<file path="config.mk">
export PLATFORM = sky130hd
export DESIGN_NAME = sync_length_packet_deframer
export DESIGN_NICKNAME = d
export VERILOG_FILES = /design/src/rtl/sld_pkg.sv /design/src/rtl/sld_skid.sv /design/src/rtl/sync_length_packet_deframer.sv
export SDC_FILE = /design/constraint.sdc
export NUM_CORES = 1
export LEC_CHECK = 0
export BUFFER_PORTS_ARGS = -buffer_cell sky130_fd_sc_hd__buf_2
export CORE_MARGIN = 2
export CORE_UTILIZATION = 57
export CTS_CLUSTER_SIZE = 20
export DETAILED_ROUTE_END_ITERATION = 12
export MAX_ROUTING_LAYER = met4
export PLACE_DENSITY_LB_ADDON = 0.2
export SLEW_MARGIN = 40
export SYNTH_ARGS = -nofsm -noshare
export SYNTH_HDL_FRONTEND = slang
export SYNTH_SLANG_ARGS = --single-unit
</file>
<file path="constraint.sdc">
create_clock -name clk_i -period 6.38 [get_ports clk_i]
set_clock_uncertainty 0.2 [all_clocks]
set_input_delay 1.276 -clock clk_i [delete_from_list [all_inputs] [get_ports clk_i]]
set_output_delay 1.276 -clock clk_i [all_outputs]
set_load 0.01 [all_outputs]
</file>
<file path="src/rtl/sld_pkg.sv">
// ---------------------------------------------------------------------------
// sld_pkg: shared types and constants of the sync/length packet deframer
// Holds the frame parser stage codes, configuration register indexes and
// the result item that travels from the parser to the output skid stage.
// ---------------------------------------------------------------------------
package sld_pkg;

  // Parser stages; codes six and seven behave as hunting.
  localparam logic [2:0] StHunt    = 3'd0;
  localparam logic [2:0] StType    = 3'd1;
  localparam logic [2:0] StFlags   = 3'd2;
  localparam logic [2:0] StLenHigh = 3'd3;
  localparam logic [2:0] StLenLow  = 3'd4;
  localparam logic [2:0] StPayload = 3'd5;

  // Configuration register indexes.
  localparam int unsigned CfgIdxW = 2;
  localparam logic [CfgIdxW-1:0] CfgSyncByte  = 2'd0;
  localparam logic [CfgIdxW-1:0] CfgMaxLength = 2'd1;
  localparam int unsigned CfgDataW = 16;

  localparam logic [7:0]  SyncByteReset  = 8'd88;
  localparam logic [15:0] MaxLengthReset = 16'd512;

  // One result item.
  typedef struct packed {
    logic        payload_valid;
    logic [7:0]  payload_data;
    logic [15:0] payload_index;
    logic        packet_done;
    logic        length_error;
    logic [7:0]  frame_type;
    logic [7:0]  frame_flags;
    logic [15:0] frame_length;
  } sld_result_t;

endpackage

</file>
<file path="src/rtl/sld_skid.sv">
// ---------------------------------------------------------------------------
// sld_skid: output register with a skid stage
// Decouples the parser's ready from the downstream ready so that one more
// item can be taken while a finished result waits to be consumed.
// ---------------------------------------------------------------------------
module sld_skid
  import sld_pkg::*;
(
  input  logic        clk_i,
  input  logic        rst_ni,
  input  logic        in_valid_i,
  output logic        in_ready_o,
  input  sld_result_t in_data_i,
  output logic        out_valid_o,
  input  logic        out_ready_i,
  output sld_result_t out_data_o
);

  logic        out_valid_q;
  logic        skid_valid_q;
  sld_result_t out_q;
  sld_result_t skid_q;
  logic        in_fire;

  assign in_ready_o = ~skid_valid_q;
  assign in_fire    = in_valid_i & ~skid_valid_q;

  always_ff @(posedge clk_i or negedge rst_ni) begin
    if (!rst_ni) begin
      out_valid_q  <= 1'b0;
      skid_valid_q <= 1'b0;
    end else if (!out_valid_q || out_ready_i) begin
      if (skid_valid_q) begin
        out_valid_q  <= 1'b1;
        skid_valid_q <= 1'b0;
      end else begin
        out_valid_q <= in_fire;
      end
    end else if (in_fire) begin
      skid_valid_q <= 1'b1;
    end
  end

  always_ff @(posedge clk_i) begin
    if (!out_valid_q || out_ready_i) begin
      if (skid_valid_q) begin
        out_q <= skid_q;
      end else if (in_fire) begin
        out_q <= in_data_i;
      end
    end else if (in_fire) begin
      skid_q <= in_data_i;
    end
  end

  assign out_valid_o = out_valid_q;
  assign out_data_o  = out_q;

endmodule

</file>
<file path="src/rtl/sync_length_packet_deframer.sv">
// ---------------------------------------------------------------------------
// sync_length_packet_deframer: sync byte / length prefixed frame receiver
// Parses a byte stream into frames and streams out the payload bytes.
// ---------------------------------------------------------------------------
// Usage:
// Each input item on the s_axis channel is one received link byte. The
// block hunts for the configured sync byte, then takes a type byte, a
// flags byte and a big-endian 16-bit payload length, and then passes the
// payload bytes through. Every input item yields exactly one result item
// on the m_axis channel. tuser flags a payload byte, tlast marks the item
// that completes a packet (the last payload byte, or the low length byte
// of an empty packet), and tdata carries the byte, its index and the
// current frame header. A length above the configured maximum length flags
// a length error and sends the parser back to hunting.
// Throughput is one item per cycle while the receiver keeps up; the result
// comes from the single parser stage and is held in the output register.
// A two-entry output register plus skid stage lets the block take one more
// byte after the receiver stalls; s_axis_tready then drops until the
// receiver drains it. Reset clears the parser to hunting, empties the
// output stage and restores the register defaults (sync byte 88, maximum
// length 512). Configuration writes take effect on the next byte and must be
// made only while the block is idle; the user, not the block, ensures this.
// ---------------------------------------------------------------------------
module sync_length_packet_deframer
  import sld_pkg::*;
(
  input  logic                clk_i,
  input  logic                rst_ni,
  // Configuration write port.
  input  logic                cfg_we_i,
  input  logic [CfgIdxW-1:0]  cfg_idx_i,
  input  logic [CfgDataW-1:0] cfg_data_i,
  // Input stream.
  input  logic                s_axis_tvalid,
  output logic                s_axis_tready,
  input  logic [7:0]          s_axis_tdata,   // [7:0] rx_byte
  // Output stream.
  output logic                m_axis_tvalid,
  input  logic                m_axis_tready,
  // [7:0] payload_data, [23:8] payload_index, [24] length_error,
  // [32:25] frame_type, [40:33] frame_flags, [56:41] frame_length,
  // [63:57] zero
  output logic [63:0]         m_axis_tdata,
  output logic                m_axis_tuser,   // [0] payload_valid
  output logic                m_axis_tlast    // packet_done
);

  logic [7:0]  sync_byte_q;
  logic [15:0] max_len_q;

  logic [2:0]  stage_q, stage_d;
  logic [15:0] bytes_left_q, bytes_left_d;
  logic [15:0] length_q, length_d;
  logic [7:0]  type_q, type_d;
  logic [7:0]  flags_q, flags_d;
  logic [15:0] byte_pos_q, byte_pos_d;

  sld_result_t res;
  sld_result_t out_res;
  logic        in_fire;
  logic [15:0] full_len;
  logic [15:0] left_after;

  assign in_fire = s_axis_tvalid & s_axis_tready;

  // Configuration registers.
  always_ff @(posedge clk_i or negedge rst_ni) begin
    if (!rst_ni) begin
      sync_byte_q <= SyncByteReset;
      max_len_q   <= MaxLengthReset;
    end else if (cfg_we_i) begin
      case (cfg_idx_i)
        CfgSyncByte:  sync_byte_q <= cfg_data_i[7:0];
        CfgMaxLength: max_len_q   <= cfg_data_i;
        default: ;
      endcase
    end
  end

  // Parser step for one byte.
  always_comb begin
    stage_d      = stage_q;
    bytes_left_d = bytes_left_q;
    length_d     = length_q;
    type_d       = type_q;
    flags_d      = flags_q;
    byte_pos_d   = byte_pos_q;
    full_len     = {length_q[15:8], s_axis_tdata};
    left_after   = bytes_left_q;

    res               = '0;

    case (stage_q)
      StType: begin
        type_d  = s_axis_tdata;
        stage_d = StFlags;
      end
      StFlags: begin
        flags_d = s_axis_tdata;
        stage_d = StLenHigh;
      end
      StLenHigh: begin
        length_d = {s_axis_tdata, 8'd0};
        stage_d  = StLenLow;
      end
      StLenLow: begin
        length_d   = full_len;
        byte_pos_d = '0;
        if (full_len == 16'd0) begin
          res.packet_done = 1'b1;
          stage_d         = StHunt;
        end else if (full_len > max_len_q) begin
          // Oversized frame: report it, then drop back to hunting.
          res.length_error = 1'b1;
          stage_d          = StHunt;
          bytes_left_d     = '0;
          length_d         = '0;
        end else begin
          bytes_left_d = full_len;
          stage_d      = StPayload;
        end
      end
      StPayload: begin
        if (bytes_left_q != 16'd0) begin
          res.payload_valid = 1'b1;
          res.payload_data  = s_axis_tdata;
          res.payload_index = byte_pos_q;
          byte_pos_d        = byte_pos_q + 16'd1;
          left_after        = bytes_left_q - 16'd1;
          bytes_left_d      = left_after;
        end
        if (left_after == 16'd0) begin
          res.packet_done = 1'b1;
          stage_d         = StHunt;
        end
      end
      default: begin
        stage_d = (s_axis_tdata == sync_byte_q) ? StType : StHunt;
      end
    endcase

    res.frame_type   = type_d;
    res.frame_flags  = flags_d;
    // On a length error the rejected length is still shown.
    res.frame_length = res.length_error ? full_len : length_d;
  end

  always_ff @(posedge clk_i or negedge rst_ni) begin
    if (!rst_ni) begin
      stage_q      <= StHunt;
      bytes_left_q <= '0;
      length_q     <= '0;
      type_q       <= '0;
      flags_q      <= '0;
      byte_pos_q   <= '0;
    end else if (in_fire) begin
      stage_q      <= stage_d;
      bytes_left_q <= bytes_left_d;
      length_q     <= length_d;
      type_q       <= type_d;
      flags_q      <= flags_d;
      byte_pos_q   <= byte_pos_d;
    end
  end

  sld_skid u_skid (
    .clk_i       (clk_i),
    .rst_ni      (rst_ni),
    .in_valid_i  (s_axis_tvalid),
    .in_ready_o  (s_axis_tready),
    .in_data_i   (res),
    .out_valid_o (m_axis_tvalid),
    .out_ready_i (m_axis_tready),
    .out_data_o  (out_res)
  );

  assign m_axis_tdata = {7'd0, out_res.frame_length, out_res.frame_flags,
                         out_res.frame_type, out_res.length_error,
                         out_res.payload_index, out_res.payload_data};
  assign m_axis_tuser = out_res.payload_valid;
  assign m_axis_tlast = out_res.packet_done;

endmodule

</file>
* Word level (Yosys, flattened, before mapping)
Index checks and enable logic that the tools add are counted.
** Operators by class
- $add $sub $neg :: 2
- Magnitude comparators :: 1
- Eq/ne operators :: 10
- Multiplexer cells :: 30
- Bitwise operators :: 3
- Reductions and logical operators :: 16
** Operator list (number)
- 59-bit two-way mux :: 2
- 16-bit two-way mux :: 7
- 16-bit one-hot mux with 2 select lines :: 3
- 25-bit two-way mux :: 2
- 16-bit zero test :: 2
- 16-bit by 1-bit adder with 16-bit output, second input constant :: 1
- 16-bit > comparator :: 1
- 8-bit two-way mux :: 2
- 16-bit nonzero test :: 1
- 16-bit by 1-bit subtractor with 16-bit output, second input constant :: 1
- 3-bit one-hot mux with 5 select lines :: 1
- 2-bit AND reduction :: 5
- 1-bit two-way mux :: 9
- 3-bit two-way mux :: 3
- 8-bit == test :: 1
- 3-bit by 2-bit == test with 1-bit output, second input constant :: 2
- 3-bit == test, second input constant :: 2
- 2-bit inequality test, second input constant :: 3
- 3-bit AND reduction :: 2
- 2-bit nonzero test :: 3
- 3-bit by 1-bit == test with 1-bit output, second input constant :: 1
- 2-bit by 1-bit == test with 1-bit output, second input constant :: 1
- 2-bit zero test :: 1
- 1-bit NOT :: 2
- 4 further kinds :: 4
** Word-level totals
- Flip-flop bits (word level) :: 211
- Input port bits :: 31
- Output and inout port bits :: 68
- Logic and storage cells :: 88

* Logic depth before layout (Yosys ltp)
Gate-level depths: netlist (run 1).
- Word-level depth :: 8
- Mapped depth :: 11
- Mapped depth without buffers :: 10

* Hierarchy
From an unflattened synthesis (run 1), not the netlist that was laid out.
** Second synthesis, totals
- Cell total of the unflattened synthesis :: 770
- Area, all modules :: 10099.7 um2
** By module, submodules not included
- sync_length_packet_deframer :: times used 1, cells an instance 577, area each 5472.7 um2, sequential area each 2282.2 um2
- sld_skid :: times used 1, cells an instance 193, area each 4626.9 um2, sequential area each 3593.4 um2

* Least setup slack after synthesis (run 1)
OpenSTA, ideal clock, no wires.
- Kind :: input to register
- From :: input port s_axis_tvalid
- To :: register u_skid.skid_q[0] (netlist bit) (enable)
- Setup time :: 0.476 ns
- Data arrival time :: 4.250 ns
- Required time :: 5.704 ns
- Path slack :: 1.453 ns
- Stages on the path :: 4
- Path buffers :: 2
- Cell sequence :: nand2_1 > clkbuf_1 > clkbuf_1 > nor2_1
** On the way
- Cells in the longest elaborated chain, start to end :: 2
** Ends and longest elaborated chain
- start, declared :: RTL line sync_length_packet_deframer.sv:34 : input logic s_axis_tvalid,
- 1-bit AND :: RTL line sld_skid.sv:26 : assign in_fire = in_valid_i & ~skid_valid_q;
- 2-bit AND reduction (no line)
- end signal, assigned :: RTL line sld_skid.sv:52 : skid_q <= in_data_i;
- end, declared :: RTL line sld_skid.sv:22 : sld_result_t skid_q;
Every way passes these cells.
A chain may end at the register's enable or synchronous reset.

* Worst setup path in the final report (run 1)
- From :: input port s_axis_tdata[5]
- To :: register bytes_left_q[11]
** On the way
- Cells in the longest elaborated chain, start to end :: 4
- Elaborated cells between the ends (all ways) :: 7
- Classes of those cells :: 1 x order compare; 1 x eq/ne; 3 x mux; 2 x reduce/logical
** Ends and longest elaborated chain
- start, declared :: RTL line sync_length_packet_deframer.sv:36 : input logic [7:0] s_axis_tdata,
- 16-bit > comparator :: RTL line sync_length_packet_deframer.sv:112 : end else if (full_len > max_len_q) begin
- 16-bit two-way mux :: RTL line sync_length_packet_deframer.sv:112
- 16-bit two-way mux :: RTL line sync_length_packet_deframer.sv:109 : if (full_len == 16'd0) begin
- 16-bit one-hot mux with 2 select lines :: RTL line sync_length_packet_deframer.sv:93 : case (stage_q)
- end signal, assigned :: RTL line sync_length_packet_deframer.sv:158 : bytes_left_q <= bytes_left_d;
- end, declared :: RTL line sync_length_packet_deframer.sv:52 : logic [15:0] bytes_left_q, bytes_left_d;
Several ways; a longest one is shown, not always the timed one. The select of a mux whose other input is x is not followed.

==> results by group, run 1 <==
Routing
  • Vias/cell: slightly below 6
  • Initial detailed-routing violation count: between 300 and 400
  • Vias after detailed routing: 6,518
  • # DRC: 0
  • DRT Wirelength: roughly 22,000 µm
  • TritonRoute pass-1 iters: 6
  • WL/cell: about 20 µm
  • Antenna Nets Post-Route: 0

Floorplan
  • Initial Util: between 50% and 60%
  • Die extent in y: between 100 and 150 µm
  • Core area: approximately 17,000 µm²
  • Row cnt: 48
  • Die Wd: 136 µm
  • Total die area: 18,400 µm²
  • I/O pin count: 99

Timing
  • Hold Fails Final Rpt: 0
  • Tightest Pin Transition: 0.828 ns
  • Hold_ws: about 0.27 ns
  • Final number of setup-violating endpoints: 0
  • Fin crit share: a little under 60%
  • Slew headroom: roughly 45%
  • Slew Viols, Final: 0
  • Fmax achieved: about 270 MHz
  • Post-layout minimum cycle time: about 3.7 ns
  • Final setup TNS: 0 ns
  • RSZ-0062 raised after global routing: no

Final layout
  • Area grow syn2layout: 13.6%
  • N_diodes: 0
  • Most frequent cells in the layout: edfxtp_1 (118), mux2_2 (104), buf_2 (90)
  • Commonest non-fill, non-tap cell in the layout: edfxtp_1
  • Filler cell count: 1,267
  • Fin nets: just over 900
  • Share of cells above drive strength 1: 31.6%

Synth
  • Synth Area per Inst: around 13 µm²
  • Async S/R FF share, synth: between 40% and 50%
  • Seq/Total Area, Yosys: about 59%
  • Synthesized instance count: 780
  • Simple-Gate Fraction of Synth Area: approximately an eighth
  • Synth Cell Area: roughly 10000 µm²
  • Post-synth top flop: edfxtp_1
  • Yosys cell types: between 60 and 70
  • Main combinational cell family by area after synthesis: simple AND/OR/NAND/NOR gates
  • Post-synthesis compound-gate area fraction: ~8.2%
  • Synth warnings: 0
  • Synth Area in Adders: under 10%
  • Mux share of post-synthesis cell area: 11.8%
  • Post-synth EDFFs: about 120
  • Synth Register Bits: roughly 210
  • Post-synth top area share: between 30% and 40%
  • Top cell type by total area after synthesis: edfxtp_1
  • Post-Synth XOR/XNOR Area: between 2 and 2.5%
  • Synth area leaders: edfxtp_1 (36%), dfrtp_1 (22%), mux2_2 (12%)

Global route
  • First-pass GRT wire length: 34,500 µm
  • Largest net degree at the start of global routing: 64
  • Total GRT Usage: about 25%
  • Antenna violations before repair: 0
  • Overflow after GRT: 0
  • Number of global-route vias before repair: about 6,400

Status
  • Status: finished, final reports clean

CTS
  • H-Tree Depth: 1
  • Skew-Pair Late Insertion Delay: approximately 0.52 ns
  • CTS tree: built
  • CTS Sinks: about 210
  • Postcts setup bufs: 0
  • Clk buf depth: 3
  • Clk pin slew, worst setup/hold paths: about 0.070 ns
  • Root Buffer: clkbuf_16
  • CTS Hold Bufs: 0
  • PostCTS Resize Cnt: 0
  • CTS buffer count: 23

Worst setup path
  • Crit-path max FO: 13
  • CP arrival: 3.94 ns
  • Setup crit start kind: input port
  • R2R Setup Slk: around 3.1 ns
  • Critical path class: input port to flip-flop
  • CP required: 6.64 ns
  • CP Capture Type: flip-flop

Hold path
  • Class of the worst hold path: flip-flop to flip-flop

Flow run
  • MaxCap Viol Count: 0

Power and ir drop
  • Leak: 4.78 nW
  • Max VDD drop: between 0.2 and 0.3 mV
  • PwrDens: 419 nW/µm²

Place
  • Final GP Congestion: 0.915
  • Post-DP HPWL: about 15,000 µm
  • # port buffers: 91
## cell usage after synthesis (3+ instances only)
library cell / count
xnor2_1: 19
dfstp_2: 4
nand2b_1: 6
a21oi_1: 16
o31ai_1: 5
and3_1: 7
nand4_1: 9
nand3_1: 12
buf_2: 5
nand2_1: 76
nor2b_1: 9
or2_2: 3
and2_4: 18
o21ai_0: 19
inv_1: 26
ha_1: 18
xor2_1: 9
a21o_1: 5
o21a_1: 3
nor3_1: 10
a21boi_0: 3
o22ai_1: 3
edfxtp_1: 118
clkbuf_1: 32
nor2_1: 44
mux2_2: 104
nand3b_1: 3
or3_1: 5
a22o_1: 27
dfrtp_1: 89
and2_1: 7
buf_6: 3
buf_4: 7
nor4_1: 10
a31oi_1: 5
## final timing paths
check,start,to,cells past startpoint
setup / recovery,s_axis_tdata[5],bytes_left_q[11],9
hold / removal,type_q[1],type_q[1],2
setup reg to reg,max_len_q[9],bytes_left_q[11],9
hold reg to reg,type_q[1],type_q[1],2
max in group asynchronous,rst_ni,byte_pos_q[13],2
min in group asynchronous,rst_ni,flags_q[4],1
## flip-flops by register name, summed over array words and instances (netlist names)
name,count
type_q,8
u_skid.out_valid_o,1
max_len_q,16
u_skid.out_data_o,59
sync_byte_q,8
u_skid.skid_valid_q,1
flags_q,8
byte_pos_q,16
length_q,16
u_skid.skid_q,59
bytes_left_q,16
stage_q,3
## metal layers
layer / wire length, µm / vias up / track usage (%)
met4: 588 / 0 / 7.99
met1: 9010 / 3212 / 31.8
met2: 10700 / 263 / 40.7
met3: 1480 / 49 / 4.21
li1: - / 2994 / -
met5: 0 / - / -
## cell type report
cell class                 count  area (µm²)  area share [%]
clock buffer                  26         587            5.21
clock inverter                16         168            1.49
inverter                      27         101           0.901
multi-input combinational    499        3730            33.1
sequential                   211        5880            52.2
tap                          225         282            2.50
timing repair buffer          98         514            4.57
## worst max-delay path, stage by stage
cell,delay [ns]
buf_2,0.31
ha_1,0.31
a21oi_1,0.14
o21a_1,0.12
o221ai_1,0.11
a2111oi_0,0.53
or2_2,0.42
and3_1,0.48
a221o_1,0.23
## power breakdown
group          total [mW]  switching (mW)  internal, mW  leakage [nW]
logic                1.32           0.740         0.578          2.11
registers            2.07           0.257          1.81          2.31
clock network        1.33           0.539         0.787         0.365
## cell families (layout without fill, tap and decap cells)
| group | Yosys count | in the layout |
|---|---|---|
| AND/OR/NAND/NOR | 232 | 232 |
| flip-flops | 211 | 211 |
| AO/OA/AOI/OAI | 110 | 110 |
| multiplexers | 104 | 104 |
| buffers and inverters | 76 | 167 |
| XOR/XNOR | 28 | 28 |
| adder cells (fa/ha/maj) | 18 | 18 |
| other | 1 | 7 |
## metrics by stage
stage                     instance area [µm²]  utilization, %  power (mW)  std cells  worst slack, ns
after floorplan                          9930               -        3.00        786             1.45
after global placement                  10500            61.3        3.35       1060             2.29
after detailed placement                10500            61.3        3.39       1060             2.23
after CTS                               11200            65.7        4.73       1102             2.75
after global routing                    11300            65.8        4.95       1102             2.47
final                                   11300            65.8        4.71       1102             2.70
No activity file was read; power rests on OpenSTA's default activity.
==> run 2, diff against run 1 <==
--- a/config.mk
+++ b/config.mk
@@ -5,6 +5,7 @@
 export SDC_FILE = /design/constraint.sdc
 export NUM_CORES = 1
 export LEC_CHECK = 0
+export ABC_AREA = 1
 export BUFFER_PORTS_ARGS = -buffer_cell sky130_fd_sc_hd__buf_2
 export CORE_MARGIN = 2
 export CORE_UTILIZATION = 57
==> constraint.sdc (replaced) <==
create_clock -name clk_i -period 3.64 [get_ports clk_i]
set_clock_uncertainty 0.2 [all_clocks]
set_input_delay 0.728 -clock clk_i [delete_from_list [all_inputs] [get_ports clk_i]]
set_output_delay 0.728 -clock clk_i [all_outputs]
set_load 0.01 [all_outputs]
==> run 2 against run 1 <==
  * Synthesized area grew 2.7%
  * Non-clock buffer count rose by 11
  * Sequential share of layout area down 1.5 points
  * Sequential power increased by 71%
  * Critical path depth unchanged
  * Synthesized cell count grew 44%
  * Routed wire length rose by 10%
  * Worst hold slack got worse by 0.19 ns
  * Critical endpoint is now u_skid.out_data_o[10]
==> results by group, run 2 <==
Power and ir drop
  • Leak: approximately 5.2 nW
  • Pwr Total: between 8 and 9 mW
  • PwrDens: 700 nW/µm²
  • Max VDD drop: approximately 0.39 mV

Synth
  • Yosys cell types: 40
  • Post-synth top area share: a little over a third
  • Post-Synth XOR/XNOR Area: approximately 1.4%
  • Synth Register Bits: approximately 210
  • Mux share of post-synthesis cell area: 0%
  • Main combinational cell family by area after synthesis: simple AND/OR/NAND/NOR gates
  • Synth Area per Inst: 9.04 µm²
  • Simple-Gate Fraction of Synth Area: roughly a quarter
  • Async S/R FF share, synth: about 44%
  • Post-synthesis compound-gate area fraction: roughly 8.7%
  • Synth Cell Area: slightly above 10,000 µm²
  • Post-synth EDFFs: about 120
  • Synth Area in Adders: 2.21%
  • Synthesized instance count: around 1,100
  • Post-synth top flop: edfxtp_1
  • Synth top cells by count: nand2_1 (357), edfxtp_1 (118), inv_1 (97)
  • Top cell type by total area after synthesis: edfxtp_1
  • Count leader, synth: nand2_1
  • Synth area leaders: edfxtp_1 (35%), dfrtp_1 (22%), nand2_1 (13%)
  • Synth warnings: 0
  • Seq/Total Area, Yosys: 57.8%

Routing
  • Vias/cell: ~5.6
  • # DRC: 0
  • Vias after detailed routing: 8,146
  • Initial detailed-routing violation count: 866
  • Antenna Nets Post-Route: 0
  • TritonRoute pass-1 iters: 5
  • DRT Wirelength: 24,000 µm
  • WL/cell: about 16 µm

Timing
  • Post-layout minimum cycle time: 2.81 ns
  • Hold_ws: between 0.08 and 0.09 ns
  • RSZ-0062 raised after global routing: no
  • Tightest Pin Transition: around 0.80 ns
  • Fmax achieved: between 300 and 400 MHz
  • Slew Viols, Final: 0
  • Fin crit share: between 70% and 80%
  • Hold Fails Final Rpt: 0
  • Slew headroom: around 47%
  • Final number of setup-violating endpoints: 0
  • Final setup TNS: 0 ns

Worst setup path
  • Critical-path cell list: ha_1, nand4_1, nor2_1, nand3_1, nand2_2, nand3_1, nand3b_1, nand2_1, nand2_1
  • Worst setup path start: length_q[11]
  • Critical path class: flip-flop to flip-flop
  • Max stage delay on crit path: ~0.53 ns
  • Worst reg2reg startpoint: length_q[11]
  • CP arrival: roughly 3 ns
  • Critical path's slowest cell: nand2_2
  • R2R Setup Slk: about 0.83 ns
  • Crit-path max FO: 25
  • CP required: around 3.8 ns
  • CP Capture Type: flip-flop
  • Setup crit start kind: flip-flop

Global route
  • Total GRT Usage: between 20% and 30%
  • Overflow after GRT: 0
  • Number of global-route vias before repair: ~7,500
  • Antenna violations before repair: 0
  • Largest net degree at the start of global routing: between 60 and 70
  • First-pass GRT wire length: between 30,000 and 40,000 µm

Floorplan
  • I/O pin count: between 90 and 100
  • Die extent in y: between 100 and 150 µm
  • Total die area: ~19,000 µm²
  • Core area: ~17,000 µm²
  • Row cnt: 48
  • Initial Util: between 50 and 60%
  • Die Wd: ~140 µm

CTS
  • Clk pin slew, worst setup/hold paths: approximately 0.060 ns
  • CTS tree: built
  • H-Tree Depth: 1
  • CTS Sinks: 211
  • CTS buffer count: 23
  • PostCTS Resize Cnt: 0
  • Clk buf depth: 3
  • Postcts setup bufs: 0
  • Skew-Pair Late Insertion Delay: between 0.5 and 0.6 ns
  • CTS Hold Bufs: 0
  • Root Buffer: clkbuf_16

Final layout
  • Share of cells above drive strength 1: between 10% and 20%
  • Most frequent cells in the layout: nand2_1 (357), edfxtp_1 (118), inv_1 (97)
  • Area grow syn2layout: 13.8%
  • Fin nets: 1,265
  • Commonest non-fill, non-tap cell in the layout: nand2_1
  • N_diodes: 0

Place
  • Post-DP HPWL: roughly 16,000 µm
  • Final GP Congestion: about 0.94
  • # port buffers: 91

Flow run
  • MaxCap Viol Count: 0

Hold path
  • Class of the worst hold path: input port to async pin

Status
  • Status: finished, final reports clean
## run 2: worst paths after layout
path / cells past startpoint / endpoint
worst max-delay path: 9 / u_skid.out_data_o[10]
worst min-delay path: 1 / sync_byte_q[7]
worst max register to register: 9 / u_skid.out_data_o[10]
worst min register to register: 2 / flags_q[5]
max in group asynchronous: 2 / max_len_q[9]
min in group clk_i: 3 / sync_byte_q[6]
## run 2: cells by family after synthesis
group | count (synthesis)
simple gates | 564
flops | 211
buf+inv | 158
compound gates | 157
fa+ha+maj | 18
xor+xnor | 16
other cells | 1
## run 2: critical path, delay by kind of cell, from the launching register on
family,cells,cell delay (ns)
adders and majority gates,1,0.37
DFF,1,0.48
and+or+nand+nor,8,1.62
## run 2: per-stage QoR
stage	worst slack (ns)	utilization [%]	cells	area (µm²)
2_1_floorplan	0.398	-	1131	10200
3_3_place_gp	0.595	62.4	1415	10800
3_5_place_dp	0.518	62.5	1416	10800
4_1_cts	0.855	66.7	1458	11600
5_1_grt	0.625	66.7	1458	11600
6_report	0.832	66.7	1458	11600
## run 2: per-layer routing
metal	vias up	global-route usage, %	part of all wire (%)
met5	-	-	0
met4	0	7.27	2.2
met3	52	3.61	7.3
met2	343	41.5	46
met1	3820	37.8	44
li1	3931	-	-
## run 2: cell type report
class / count / area, µm²
fill: 1427 / 5780
clock buffer: 30 / 602
sequential: 211 / 5880
tap: 225 / 282
clock inverter: 12 / 136
timing repair buffer: 109 / 597
multi-input combinational: 762 / 3680
inverter: 109 / 409
## run 2: where the power goes
group	total, mW	internal [mW]	switching [mW]
logic	2.24	0.741	1.50
registers	3.55	3.19	0.360
clock network	2.30	1.38	0.925
